===== config.mk =====
export PLATFORM = sky130hd
export DESIGN_NAME = adaptive_reply_drop_limiter
export DESIGN_NICKNAME = d
export VERILOG_FILES = /design/src/design/ardl_pkg.sv /design/src/design/ardl_div.sv /design/src/design/adaptive_reply_drop_limiter.sv
export SDC_FILE = /design/constraint.sdc
export NUM_CORES = 1
export LEC_CHECK = 0
export ABC_AREA = 1
export BUFFER_PORTS_ARGS = -buffer_cell sky130_fd_sc_hd__buf_2
export CORE_MARGIN = 2
export CORE_UTILIZATION = 25
export DETAILED_ROUTE_END_ITERATION = 7
export HOLD_SLACK_MARGIN = 0.03
export PLACE_DENSITY = 0.43
export SLEW_MARGIN = 20
export SYNTH_ARGS = -nofsm -noshare
export SYNTH_HDL_FRONTEND = slang
export SYNTH_HIERARCHICAL = 1
export SYNTH_SLANG_ARGS = --single-unit
export TNS_END_PERCENT = 10

===== constraint.sdc =====
create_clock -name clk -period 14.1 [get_ports clk]
set_input_delay 0.705 -clock clk [delete_from_list [all_inputs] [get_ports clk]]
set_output_delay 0.705 -clock clk [all_outputs]
set_load 0.02 [all_outputs]

===== src/design/ardl_pkg.sv =====
// Shared constants and types for the adaptive reply drop limiter.
package ardl_pkg;

  localparam longint unsigned FULL_SCALE_DEF = 64'd32767;
  localparam int unsigned PERCENT_DIV = 100;

  localparam int unsigned SENT_W      = 17;
  localparam int unsigned TARGET_W    = 16;
  localparam int unsigned RND_W       = 15;
  localparam int unsigned LEVEL_OUT_W = 16;

  localparam logic [TARGET_W-1:0] TARGET_RESET = 16'd100;
  localparam logic [SENT_W-1:0]   SENT_MAX     = '1;

  // Bits of s_tuser.
  localparam int unsigned TUSER_ACTION = 0;
  localparam int unsigned TUSER_REPLY  = 1;

  typedef enum logic [2:0] {
    ST_IDLE,
    ST_MUL,
    ST_LOAD,
    ST_DIV,
    ST_EMIT
  } ardl_state_t;

  typedef struct packed {
    logic busy;
    logic done;
  } ardl_div_status_t;

endpackage


===== src/design/ardl_div.sv =====
// Restoring divider that produces one quotient bit per cycle.
module ardl_div #(
  parameter int unsigned NUM_W = 32,
  parameter int unsigned DEN_W = 16
) (
  input  logic                        clk,
  input  logic                        rst,
  input  logic                        start,
  input  logic [NUM_W-1:0]            num,
  input  logic [DEN_W-1:0]            den,
  output logic [NUM_W-1:0]            quotient,
  output ardl_pkg::ardl_div_status_t  status
);
  import ardl_pkg::*;

  localparam int unsigned CNT_W = $clog2(NUM_W + 1);

  logic             busy;
  logic [CNT_W-1:0] cnt;
  logic [NUM_W-1:0] quo;
  logic [DEN_W-1:0] rem;
  logic [DEN_W-1:0] divisor;

  logic [DEN_W:0] rem_shift;
  logic [DEN_W:0] diff;

  assign rem_shift = {rem, quo[NUM_W-1]};
  assign diff      = rem_shift - {1'b0, divisor};

  always_ff @(posedge clk) begin
    if (rst) begin
      busy <= 1'b0;
      cnt  <= '0;
    end else if (start) begin
      busy <= 1'b1;
      cnt  <= CNT_W'(NUM_W);
    end else if (busy) begin
      if (cnt != '0) begin
        cnt <= cnt - 1'b1;
      end else begin
        busy <= 1'b0;
      end
    end
  end

  always_ff @(posedge clk) begin
    if (start) begin
      quo     <= num;
      rem     <= '0;
      divisor <= den;
    end else if (busy && cnt != '0) begin
      if (!diff[DEN_W]) begin
        rem <= diff[DEN_W-1:0];
        quo <= {quo[NUM_W-2:0], 1'b1};
      end else begin
        rem <= rem_shift[DEN_W-1:0];
        quo <= {quo[NUM_W-2:0], 1'b0};
      end
    end
  end

  assign quotient    = quo;
  assign status.busy = busy;
  assign status.done = busy && (cnt == '0);

endmodule


===== src/design/adaptive_reply_drop_limiter.sv =====
// Top level of the adaptive reply drop limiter: sequencer, state and stream ports.
//
// Each input beat on the s_ group is either an outgoing-message event or a
// one-second tick (s_tuser bit 0). Own requests always pass and leave the state
// alone. A reply is dropped when the drop level is positive and above the
// supplied random value. A reply that passes while the count for this second
// is already above target_per_second recomputes the drop level as
// excess * FULL_SCALE / target, clamped to FULL_SCALE+1 (always drop). A tick
// in a second without overage lowers the level by FULL_SCALE/100.
// Every input beat yields exactly one output beat on the m_ group.
// An ordinary beat goes through the EMIT state on its way to the output
// register, and s_tready is back once the sequencer returns to idle. A reply
// that recomputes the level goes through the MUL, LOAD, DIV and EMIT states,
// with the restoring divider producing one quotient bit a cycle; no new beat
// goes in until the sequencer is idle again.
// s_tready is high only while the sequencer is idle; the block takes a new beat
// while the previous result still waits in the output register, and holds a
// finished result until that register is free when the receiver stalls.
// Reset clears the counter and drop level and sets the target to 100.
// The target register may only be written while no beat is in flight.
module adaptive_reply_drop_limiter #(
  parameter longint unsigned FULL_SCALE = ardl_pkg::FULL_SCALE_DEF
) (
  input  logic                           clk,
  input  logic                           rst,
  // Configuration: target replies per second.
  input  logic                           cfg_we,
  input  logic [ardl_pkg::TARGET_W-1:0]  cfg_data,
  // Input beats.
  input  logic                           s_tvalid,
  output logic                           s_tready,
  input  logic [15:0]                    s_tdata,  // [14:0] random_value, [15] zero
  input  logic [1:0]                     s_tuser,  // [0] action, [1] is_reply
  // Result beats.
  output logic                           m_tvalid,
  input  logic                           m_tready,
  output logic [23:0]                    m_tdata   // [0] send_allowed,
                                                   // [16:1] drop_level_now, [23:17] zero
);
  import ardl_pkg::*;

  localparam int unsigned FS_W    = $clog2(FULL_SCALE + 1);
  localparam int unsigned LEVEL_W = $clog2(FULL_SCALE + 2);
  localparam int unsigned PROD_W  = SENT_W + FS_W;
  localparam int unsigned CMP_W   = LEVEL_W + RND_W;

  localparam logic [LEVEL_W-1:0] CAP_L  = LEVEL_W'(FULL_SCALE + 1);
  localparam logic [LEVEL_W-1:0] STEP_L = LEVEL_W'(FULL_SCALE / PERCENT_DIV);
  localparam logic [FS_W-1:0]    FS_L   = FS_W'(FULL_SCALE);
  localparam logic [PROD_W-1:0]  CAP_P  = PROD_W'(FULL_SCALE + 1);

  // The reported level is the low bits of the internal one.
  function automatic logic [LEVEL_OUT_W-1:0] trim_level(logic [LEVEL_W-1:0] v);
    logic [LEVEL_W+LEVEL_OUT_W-1:0] w;
    w = (LEVEL_W + LEVEL_OUT_W)'(v);
    return w[LEVEL_OUT_W-1:0];
  endfunction

  ardl_state_t state, state_next;

  logic [TARGET_W-1:0]    target;
  logic [SENT_W-1:0]      sent;
  logic [LEVEL_W-1:0]     drop_level;
  logic [SENT_W-1:0]      excess;
  logic [PROD_W-1:0]      prod;
  logic                   res_allowed;
  logic [LEVEL_OUT_W-1:0] res_level;

  logic                   accept;
  logic                   div_start;
  logic                   out_load;
  logic                   is_tick;
  logic                   is_reply;
  logic [RND_W-1:0]       rnd;
  logic                   over;
  logic                   drop_hit;
  logic [LEVEL_W-1:0]     tick_level;
  logic [PROD_W-1:0]      quotient;
  logic [LEVEL_W-1:0]     q_level;
  ardl_div_status_t       div_status;

  assign accept   = s_tvalid && s_tready;
  assign is_tick  = s_tuser[TUSER_ACTION];
  assign is_reply = s_tuser[TUSER_REPLY];
  assign rnd      = s_tdata[RND_W-1:0];
  assign over     = sent > {1'b0, target};
  assign drop_hit = (drop_level != '0) && (CMP_W'(drop_level) > CMP_W'(rnd));

  // Quiet-second tick: lower the level by one percent of full scale, floored at 0.
  always_comb begin
    tick_level = drop_level;
    if (!over && drop_level != '0) begin
      tick_level = (drop_level > STEP_L) ? drop_level - STEP_L : '0;
    end
  end

  // Clamp the quotient to the always-drop level.
  assign q_level = (quotient > CAP_P) ? CAP_L : quotient[LEVEL_W-1:0];

  // Next state.
  always_comb begin
    state_next = state;
    case (state)
      ST_IDLE: begin
        if (accept) begin
          if (!is_tick && is_reply && !drop_hit && over && target != '0) begin
            state_next = ST_MUL;
          end else begin
            state_next = ST_EMIT;
          end
        end
      end
      ST_MUL:  state_next = ST_LOAD;
      ST_LOAD: state_next = ST_DIV;
      ST_DIV: begin
        if (div_status.done) begin
          state_next = ST_EMIT;
        end
      end
      ST_EMIT: begin
        if (!m_tvalid || m_tready) begin
          state_next = ST_IDLE;
        end
      end
      default: state_next = ST_IDLE;
    endcase
  end

  // Sequencer outputs.
  always_comb begin
    s_tready  = 1'b0;
    div_start = 1'b0;
    out_load  = 1'b0;
    case (state)
      ST_IDLE: s_tready  = 1'b1;
      ST_LOAD: div_start = 1'b1;
      ST_EMIT: out_load  = !m_tvalid || m_tready;
      default: ;
    endcase
  end

  always_ff @(posedge clk) begin
    if (rst) begin
      state <= ST_IDLE;
    end else begin
      state <= state_next;
    end
  end

  always_ff @(posedge clk) begin
    if (rst) begin
      target <= TARGET_RESET;
    end else if (cfg_we) begin
      target <= cfg_data;
    end
  end

  // Counter and drop level.
  always_ff @(posedge clk) begin
    if (rst) begin
      sent       <= '0;
      drop_level <= '0;
    end else if (accept) begin
      if (is_tick) begin
        drop_level <= tick_level;
        sent       <= '0;
      end else if (is_reply && !drop_hit) begin
        if (over && target == '0) begin
          drop_level <= CAP_L;
        end
        if (sent != SENT_MAX) begin
          sent <= sent + 1'b1;
        end
      end
    end else if (state == ST_DIV && div_status.done) begin
      drop_level <= q_level;
    end
  end

  // Pending result and operands for the overage path.
  always_ff @(posedge clk) begin
    if (accept) begin
      excess <= sent - {1'b0, target};
      if (is_tick) begin
        res_allowed <= 1'b0;
        res_level   <= trim_level(tick_level);
      end else if (!is_reply) begin
        res_allowed <= 1'b1;
        res_level   <= trim_level(drop_level);
      end else if (drop_hit) begin
        res_allowed <= 1'b0;
        res_level   <= trim_level(drop_level);
      end else begin
        res_allowed <= 1'b1;
        res_level   <= (over && target == '0) ? trim_level(CAP_L) : trim_level(drop_level);
      end
    end else if (state == ST_DIV && div_status.done) begin
      res_level <= trim_level(q_level);
    end
    if (state == ST_MUL) begin
      prod <= PROD_W'(excess) * PROD_W'(FS_L);
    end
  end

  ardl_div #(
    .NUM_W (PROD_W),
    .DEN_W (TARGET_W)
  ) u_div (
    .clk      (clk),
    .rst      (rst),
    .start    (div_start),
    .num      (prod),
    .den      (target),
    .quotient (quotient),
    .status   (div_status)
  );

  // Output register.
  always_ff @(posedge clk) begin
    if (rst) begin
      m_tvalid <= 1'b0;
    end else if (out_load) begin
      m_tvalid <= 1'b1;
    end else if (m_tready) begin
      m_tvalid <= 1'b0;
    end
  end

  always_ff @(posedge clk) begin
    if (out_load) begin
      m_tdata <= {7'b0, res_level, res_allowed};
    end
  end

`ifndef SYNTHESIS
  a_level_capped : assert property (@(posedge clk) disable iff (rst)
    drop_level <= CAP_L)
    else $error("drop level above the always-drop value");

  a_done_in_div : assert property (@(posedge clk) disable iff (rst)
    div_status.done |-> state == ST_DIV)
    else $error("divider finished outside the divide state");

  a_tick_clears : assert property (@(posedge clk) disable iff (rst)
    accept && is_tick |=> sent == '0)
    else $error("tick did not clear the sent counter");

  a_request_keeps_level : assert property (@(posedge clk) disable iff (rst)
    accept && !is_tick && !is_reply |=> $stable(drop_level) && $stable(sent))
    else $error("own request changed the limiter state");

  a_no_start_while_busy : assert property (@(posedge clk) disable iff (rst)
    div_start |-> !div_status.busy)
    else $error("divider restarted while busy");
`endif

endmodule


Yosys cells after proc, flatten, opt, wreduce, memory -nomap -nowiden. Index checks and enable logic that the tools add are counted.

ROM bits: 0. Memories kept: 0. RAM bits: 0. Bits in latches: 0. Logic and storage cells: 108. Register bits after elaboration: 207.

Shifts and indexed selects: 0. Muxes and demuxes: 37. Add/subtract/negate cells: 5. Multiply operators: 1. Order comparisons: 4. Reduce and logical (&&, ||, !) cells: 36. Equal/unequal tests: 9. Bitwise gates (word level): 0. Div/mod/pow operators: 0.

Operator list (number): 16-bit 2-to-1 mux (13); 32-bit 2-to-1 mux (2); 17-bit 2-to-1 mux (3); 17-bit by 16-bit subtractor with 17-bit output (2); 32-bit by 16-bit greater-than comparator with 1-bit output (second input constant) (1); 17-bit by 15-bit multiplier with 32-bit output (second input constant) (1); 16-bit nonzero test (2); 6-bit 2-to-1 mux (3); 17-bit by 1-bit adder with 17-bit output (second input constant) (1); 17-bit by 16-bit greater-than comparator with 1-bit output (1); 17-bit != test (second input constant) (1); 16-bit by 15-bit greater-than comparator with 1-bit output (1); 16-bit by 9-bit greater-than comparator with 1-bit output (second input constant) (1); 16-bit zero test (1); 16-bit by 9-bit subtractor with 16-bit output (second input constant) (1); 3-bit one-hot mux with 5 select lines (1); 2-bit nonzero test (7); 1-bit logical AND (12); 3-bit 2-to-1 mux (4); 1-bit 2-to-1 mux (11); 3-bit by 2-bit equality test with 1-bit output (second input constant) (2); 6-bit zero test (1); 2-bit != test (second input constant) (3); 2-bit AND reduction (3); 10 further kinds (14).

Longest topological paths before layout. Gate-level depths: netlist of the first run.

Depth after elaboration: 9. Mapped depth: 23. Gate-level depth less buffers: 23.

Hierarchy. Netlist of the first run, hierarchy kept.

By module, submodules not included: adaptive_reply_drop_limiter (area an instance 13118.8 um^2, cells each 1581, instances 1, sequential area each 3553.4 um^2); ardl_div (area an instance 4062.6 um^2, cells each 550, instances 1, sequential area each 1901.8 um^2).

Least setup slack after synthesis of the first run. Ideal clock, no wire load.

Path type: reg-to-reg. From: register excess[7]. To: register prod[29], data pin. Stages on the path, launching flop included: 19. Required time: 13.835 ns. Setup slack: 8.639 ns. Library setup time: 0.265 ns. Arrival: 5.196 ns. Clock period less this slack: 5.461 ns. Cell sequence: edfxtp_1 fa_1 inv_1 fa_1 fa_1 inv_1 fa_1 fa_1 inv_1 fa_1 inv_1 ha_1 a21oi_1 o21ai_0 a21oi_1 nand3_1 a21oi_1 o21ai_0 xor2_1.

Longest elaborated chain between the ends: 1.

RTL lines: from (decl) (RTL line adaptive_reply_drop_limiter.sv:64) `logic [SENT_W-1:0] excess;`; from (signal assigned) (RTL line adaptive_reply_drop_limiter.sv:183) `excess <= sent - {1'b0, target};`; 17-bit by 15-bit multiplier with 32-bit output (RTL line adaptive_reply_drop_limiter.sv:201) `prod <= PROD_W'(excess) * PROD_W'(FS_L);`; to (signal assigned) (RTL line adaptive_reply_drop_limiter.sv:201); to (decl) (RTL line adaptive_reply_drop_limiter.sv:65) `logic [PROD_W-1:0] prod;`.

Every way passes these cells. A chain may end at the register's enable or synchronous reset.

Worst setup path in the final report of the first run.
From: register excess[0]. To: register prod[24], data pin.

The elaborated chain is that of the path after synthesis.

==> metrics.txt, run 1 <==
status completed; Yosys Warn Count 6; min-delay worst type in2reg; final hold violation count 0; final cycle utilization of the critical path 44.2%; die span in y 266 um; CTS tree done; max cap viols 0; GRT overflow 0; Final Max Slew Viols 0; setup_tns 0 ns; num ports 65; routed len/inst 14.9 um; Die Area 70800 sq um; # port buffers 56; Final Setup Violations 0; Ant. Diodes 0; hold-fix buffers at CTS 0; CORE AREA 68300 sq um; final WL 45800 um; remaining antenna violation count after routing 0; Reg clk slew, reported paths 0.07 ns; share of cells above drive strength 1 8.74%; clk buf depth 3; Clock Sinks 207; DRC 0; CP required 14.39 ns; Fmax achieved 160 MHz; post-DP HPWL 36200 um; Avg Cell Area, Syn 8.06 sq um; Skew-Pair Late Insertion Delay 0.56 ns; Worst Setup End Kind flip-flop; fin nets 2474; H-Tree Depth 1; CP max FO 7; Tmin final 6.24 ns; Detailed Route Iter0 Violations 859; CP max-delay cell fa_1; Vias/cell 4.37; RSZ-0062 raised after global routing no; Slew HR 32.9%; via count 13.4k; CP Class reg2reg; vias in the first global route 13.9k; CP arrival 6.53 ns; Num CTS Buffers 27; actual slew at the worst max-slew pin 1.00 ns; Worst path max stage delay 0.66 ns; Tot GR Track Use 13.3%; worst path cell trace fa_1 > xor2_1 > ha_1 > or2_2 > fa_1 > fa_1 > fa_1 > inv_1 > fa_1 > inv_1 > ha_1 > nand2_1 > inv_1 > a21oi_1 > o21ai_0 > a21oi_1 > o21ai_0 > nand2_1 > nand2_1 > xor2_1; Root Buffer clkbuf_16; Post-CTS Resized 0; Layout Skew 0.0201 ns; most frequent CP cell fa_1; setup bufs post-CTS 0; DIE WIDTH 266 um; cell area after synthesis 17200 sq um; first-pass GRT wire length 75300 um; Site Rows 96; delay-heaviest family, CP adder cells; GPL Wtd Cong 0.846; initial core utilization 25.1%; largest net degree at the start of global routing 80; startpoint types flip-flop; Synth Instances 2130; initial antenna violation count 0; CP bufs+invs 3; 1st-pass router iterations 5; area grow syn2layout 12.5%
-- final timing paths --
kind	start	end	slack, ns	cells after the start
setup / recovery	excess[0]	prod[24]	7.86	20
hold / removal	cfg_data[2]	target[2]	0.36	3
setup reg to reg	excess[0]	prod[24]	7.86	20
hold reg to reg	res_level[7]	m_tdata[8]	0.42	0
-- sequential cells by signal, summed over array words and instances (netlist names) --
signal and count:
target 16, prod 32, u_div/quotient 32, m_tdata 17, excess 17, sent 17, u_div/rem 16, res_level 16
res_allowed 1, state 3, u_div/cnt 6, u_div/divisor 16, u_div/busy 1, m_tvalid 1, drop_level 16
-- cell usage in the layout, fill, tap and decap left out, types with 3 or more instances in the layout --
cell type and instances:
nand2_4 5, nor4_1 9, nor2_1 132, o21ai_1 24
nor3_1 21, xnor2_1 25, o21ai_0 57, inv_6 3
xor2_1 45, buf_4 8, a31oi_1 6, inv_2 13
conb_1 7, clkinvlp_4 3, o21a_1 6, nand3_2 12
a21oi_1 107, nand2_2 21, nand3_1 112, edfxtp_1 131
ha_1 142, a21oi_2 11, inv_1 383, clkinv_2 6
a21o_1 4, nand2_1 564, bufinv_16 5, nor2_2 5
buf_2 56, nor3_2 3, nand4_1 19, o21bai_1 4
clkbuf_16 27, fa_1 116, dfxtp_1 76
-- metal layers --
metal	wire length (um)	up-vias	GRT usage, %
met5	0	-	0
met4	874	0	2.92
met3	1640	49	1.65
met2	21200	196	22.3
met1	22100	6372	18.3
li1	-	6828	-
-- cell type report --
| type | instances | area [sq um] |
|---|---|---|
| Clock inverter | 20 | 258 |
| Tap cell | 882 | 1100 |
| Sequential cell | 207 | 5460 |
| Timing Repair Buffer | 64 | 340 |
| Multi-Input combinational cell | 1480 | 9970 |
| Inverter | 397 | 1490 |
| Fill cell | 7434 | 49000 |
| Clock buffer | 30 | 697 |
-- worst min-delay path: cells and delay by family --
kind / cells / cell delay [ns]
buf+inv: 1 / 0.08
compound gates: 2 / 0.11
-- stage by stage --
step                std cells  setup WS (ns)  hold slack (ns)  util [%]  instance area (sq um)
finish                   3080           7.86            0.362      28.3                  19300
global route             3080           7.58            0.383      28.3                  19300
CTS                      3080           7.88            0.331      28.3                  19300
detailed placement       3030           7.92            0.408      26.9                  18400
global placement         3030           7.92            0.402      26.9                  18400
floorplan                2136           8.64            0.400         -                  17200
Power of run 1 is left out: the tool's default activity adds up to more than one toggle a clock period on the data nets, which glitch-free logic cannot reach.
==> inputs of run 2 (changes only) <==
--- a/config.mk
+++ b/config.mk
@@ -5,13 +5,13 @@
 export SDC_FILE = /design/constraint.sdc
 export NUM_CORES = 1
 export LEC_CHECK = 0
-export ABC_AREA = 1
+export ABC_AREA = 0
 export BUFFER_PORTS_ARGS = -buffer_cell sky130_fd_sc_hd__buf_2
 export CORE_MARGIN = 2
 export CORE_UTILIZATION = 25
 export DETAILED_ROUTE_END_ITERATION = 7
 export HOLD_SLACK_MARGIN = 0.03
-export PLACE_DENSITY = 0.43
+export PLACE_DENSITY = 0.44
 export SLEW_MARGIN = 20
 export SYNTH_ARGS = -nofsm -noshare
 export SYNTH_HDL_FRONTEND = slang
==> constraint.sdc (replaced) <==
create_clock -name clk -period 5.4 [get_ports clk]
set_input_delay 0.27 -clock clk [delete_from_list [all_inputs] [get_ports clk]]
set_output_delay 0.27 -clock clk [all_outputs]
set_load 0.02 [all_outputs]
==> run 2 against run 1 <==
  * The flow now finishes with violations (setup timing)
  * Clock-buffer cell count is 4 higher
  * Hold slack got worse by 0.27 ns
  * Utilization rose by 2.3 points
  * Area after synthesis down 5.6%
  * Final cell count fell by 13%
  * Non-clock buffer count up 151
  * Clock skew is 0.012 ns lower
  * First-iteration DRC count decreased by 25%
  * Sequential share of layout area is 0.47 points lower
  * Wire length shrank 4.8%
  * Global-route usage fell by 0.37 points
  * Maximum frequency is 4.2% higher
  * Highest routed layer unchanged
==> metrics.txt, run 2 <==
status finished, violations left; failing checks setup timing; Non-Filler Instances 2666; routed len/inst 16.4 um; Avg Cell Area, Syn 10.2 sq um; clk buf depth 3; CP required 5.75 ns; commonest non-fill, non-tap cell in the layout inv_1; fill count 6653; Site Rows 93; Reg clk slew, reported paths 0.06 ns; Tot GR Track Use 12.9%; Num CTS Buffers 26; Synth Instances 1593; 1st-pass router iterations 5; actual slew at the worst max-slew pin 0.935 ns; Skew-Pair Late Insertion Delay 0.54 ns; CP arrival 6.34 ns; GRT overflow 0; fin area 19600 sq um; FF/Latch Area 5460 sq um; CP max FO 4; Post-DP Area 18500 sq um; largest net degree at the start of global routing 68; initial core utilization 25.2%; Slew HR 37.6%; min-delay worst type in2reg; via count 12.0k; Die Area 66900 sq um; Root Buffer clkbuf_16; DRC 0; final cycle utilization of the critical path 111%; remaining antenna violation count after routing 0; startpoint types flip-flop; placed cell count 2599; final WL 43600 um; Fmax achieved 167 MHz; Vias/cell 4.52; Worst Setup End Kind flip-flop; commonest non-fill, non-tap cells in the layout inv_1, buf_4, ha_1; final hold violation count 0; Final Setup Violations 15; Clock Sinks 207; # port buffers 56; CP Class reg2reg; vias in the first global route 12.3k; DIE WIDTH 259 um; Layout Skew 0.00846 ns; first-pass GRT wire length 69000 um; fin nets 2087; area of the multi-input gates 9750 sq um; initial antenna violation count 0; die span in y 259 um; hold_ws 0.0887 ns; GPL Wtd Cong 0.861; cell area after synthesis 16200 sq um; RSZ-0062 raised after global routing yes; CTS tree done; DP Worst Slack -0.710 ns; H-Tree Depth 1; Tmin final 5.98 ns; Yosys Warn Count 6; num ports 65; Detailed Route Iter0 Violations 641; post-DP HPWL 35200 um; PnR worst setup slack -0.583 ns; max cap viols 0; share of cells above drive strength 1 19.5%; area grow syn2layout 21.2%; CORE AREA 64300 sq um; Final Max Slew Viols 0
[run 2: critical path, cell delays in order (launching register included)]
cell and delay (ns):
edfxtp_1 0.46, buf_6 0.16, fa_2 0.46, fa_1 0.60, inv_2 0.05, fa_1 0.49, inv_1 0.05, fa_1 0.46
fa_1 0.49, inv_1 0.05, fa_1 0.50, inv_1 0.06, ha_4 0.23, and3_4 0.18, a221o_1 0.34, a21oi_2 0.15
a21oi_1 0.11, o21ai_2 0.21, a31oi_2 0.14, o22ai_2 0.20, mux2_4 0.33, o2111ai_1 0.09
[run 2: metal layers]
layer	global-route usage [%]	part of all wire (%)	up-vias
li1	-	-	5968
met1	18.2	49	5835
met2	21.5	46	197
met3	1.36	3.0	44
met4	2.55	1.9	0
met5	0	0	-
[run 2: stage by stage]
step                utilization (%)  TNS (ns)
global placement               28.7     -6.81
global route                   30.5     -9.74
CTS                            30.5     -6.06
floorplan                         -     -2.30
detailed placement             28.7     -7.52
finish                         30.5     -5.19
[run 2: what timing repair did]
item / 4_1_cts / 5_1_grt
hold buffers: 16 / 0
buffers inserted: 1 / 1
pin swaps: 8 / 6
cloned: 0 / 0
setup endpoints to repair: 16 / 19
gates resized for setup: 12 / 8
hold endpoints to repair: 16 / 0
[run 2: area by class of cell]
type	count	area share, %
multi-input cells	1089	49.6
flip-flops and latches	207	27.8
repair buffers	215	7.73
well taps	855	5.45
inverters	251	4.80
clock buffers	34	3.83
clock inverters	14	0.815
diodes	1	0.0127
[run 2: worst paths after layout]
kind                            slack [ns]          start     endpoint  cells past startpoint
worst max-delay path                 -0.58     excess[10]     prod[28]                     21
worst min-delay path                  0.09     s_tuser[1]  res_allowed                      2
worst max register to register       -0.58     excess[10]     prod[28]                     21
worst min register to register        0.42  res_level[13]  m_tdata[14]                      0
Power of run 2 is left out for the same reason.
==> inputs of run 3 (changes only) <==
--- a/config.mk
+++ b/config.mk
@@ -5,7 +5,7 @@
 export SDC_FILE = /design/constraint.sdc
 export NUM_CORES = 1
 export LEC_CHECK = 0
-export ABC_AREA = 0
+export ABC_AREA = 1
 export BUFFER_PORTS_ARGS = -buffer_cell sky130_fd_sc_hd__buf_2
 export CORE_MARGIN = 2
 export CORE_UTILIZATION = 25
==> run 3 against run 2 <==
  * The run still ends with setup timing left
  * Die area grew 5.8%
  * Hold slack worse by 0.036 ns
  * Sequential share of layout area fell by 2.0 points
  * First-iteration DRC count increased by 28%
  * Via count grew 18%
  * Setup slack better by 0.47 ns
  * Critical path type unchanged
  * Clock-buffer cell count is the same
  * Wire length rose by 8.9%
==> metrics.txt, run 3 (same netlist as run 1, synthesis figures left out) <==
status finished, violations left; failing checks setup timing; fin nets 2650; initial core utilization 25.1%; Final Max Slew Viols 0; DP Worst Slack -0.380 ns; DIE WIDTH 266 um; Num CTS Buffers 27; Detailed Route Iter0 Violations 818; PnR worst setup slack -0.113 ns; Site Rows 96; share of cells above drive strength 1 19.6%; max cap viols 0; actual slew at the worst max-slew pin 1.03 ns; GRT busiest layer met2; Ant. Diodes 0; Worst Setup End Kind flip-flop; area grow syn2layout 23.3%; CP required 5.68 ns; commonest non-fill, non-tap cells in the layout nand2_1, inv_1, buf_4; initial antenna violation count 0; die span in y 266 um; worst hold start cfg_data[10]; remaining antenna violation count after routing 0; Tmin final 5.51 ns; M3 GR Usage 1.62%; Die Area 70800 sq um; CP max FO 4; CTS tree done; final hold violation count 0; GRT overflow 0; startpoint types flip-flop; H-Tree Depth 1; Tot GR Track Use 13.7%; RSZ-0062 raised after global routing yes; Reg clk slew, reported paths 0.06 ns; GPL Wtd Cong 0.877; routed len/inst 14.6 um; via count 14.2k; worst reg2reg startpoint excess[8]; final cycle utilization of the critical path 102%; final WL 47500 um; vias in the first global route 14.9k; first-pass GRT wire length 79000 um; Fmax achieved 181 MHz; # port buffers 56; num ports 65; GR Layer Usage met2 23.3%; Skew-Pair Late Insertion Delay 0.55 ns; commonest non-fill, non-tap cell in the layout nand2_1; 1st-pass router iterations 5; Layout Skew 0.0186 ns; Worst Setup SP excess[8]; post-DP HPWL 38000 um; clk buf depth 3; CP Class reg2reg; Vias/cell 4.36; CP arrival 5.79 ns; Final Setup Violations 11; DRC 0; Clock Sinks 207; Root Buffer clkbuf_16; Slew HR 31.1%; met1 GRT Util 18.8%; CORE AREA 68300 sq um; min-delay worst type in2reg; largest net degree at the start of global routing 79
## run 3: repair_timing
action                                 in CTS  in global routing
buffers inserted                           27                  1
gates cloned                                0                  0
hold buffers                               11                  0
gates resized for setup                   115                 19
endpoints found under the hold margin       9                  0
setup endpoints to repair                  20                 20
pin swaps                                  99                 28
## run 3: path summary, 6_finish.rpt
path | end | slack (ns) | cells after the start
min reg2reg | m_tdata[0] | 0.42 | 0
min | target[10] | 0.05 | 3
max reg2reg | prod[31] | -0.11 | 21
max | prod[31] | -0.11 | 21
## run 3: metrics by stage
stage               setup TNS, ns  cells  hold slack (ns)  cell area (sq um)  util [%]
floorplan                       0   2136            0.342              17200         -
global placement            -3.35   3167            0.409              19400      28.4
detailed placement          -3.85   3167            0.415              19400      28.4
CTS                        -0.398   3254           0.0326              21100      30.9
global route                -4.54   3255           0.0458              21200      31.0
finish                     -0.622   3255           0.0524              21200      31.0
## run 3: area by class of cell
class,instances,area [sq um]
Multi-Input combinational cell,1480,10500
Inverter,397,1490
Tap cell,882,1100
Fill cell,7217,47200
Clock inverter,15,135
Timing Repair Buffer,240,1720
Sequential cell,207,5460
Clock buffer,34,754
## run 3: routing by layer
layer | wire length, um | vias up | share of wire (%)
met1 | 22800 | 6769 | 48
li1 | - | 7176 | -
met4 | 678 | 0 | 1.4
met5 | 0 | - | 0
met3 | 1570 | 44 | 3.3
met2 | 22400 | 197 | 47
## run 3: critical path, cell delays in order (launching register included)
cell and delay, ns:
edfxtp_1 0.45, buf_6 0.15, fa_2 0.51, buf_6 0.14
fa_2 0.55, inv_2 0.05, fa_1 0.54, inv_2 0.04
fa_2 0.42, fa_1 0.52, inv_1 0.05, fa_1 0.49
inv_2 0.05, ha_4 0.23, a21o_1 0.21, a21oi_2 0.13
nand2_1 0.08, nand2_1 0.07, nand3_2 0.13, a21oi_4 0.23
o21ai_2 0.07, xor2_1 0.15
Power of run 3 is left out for the same reason.
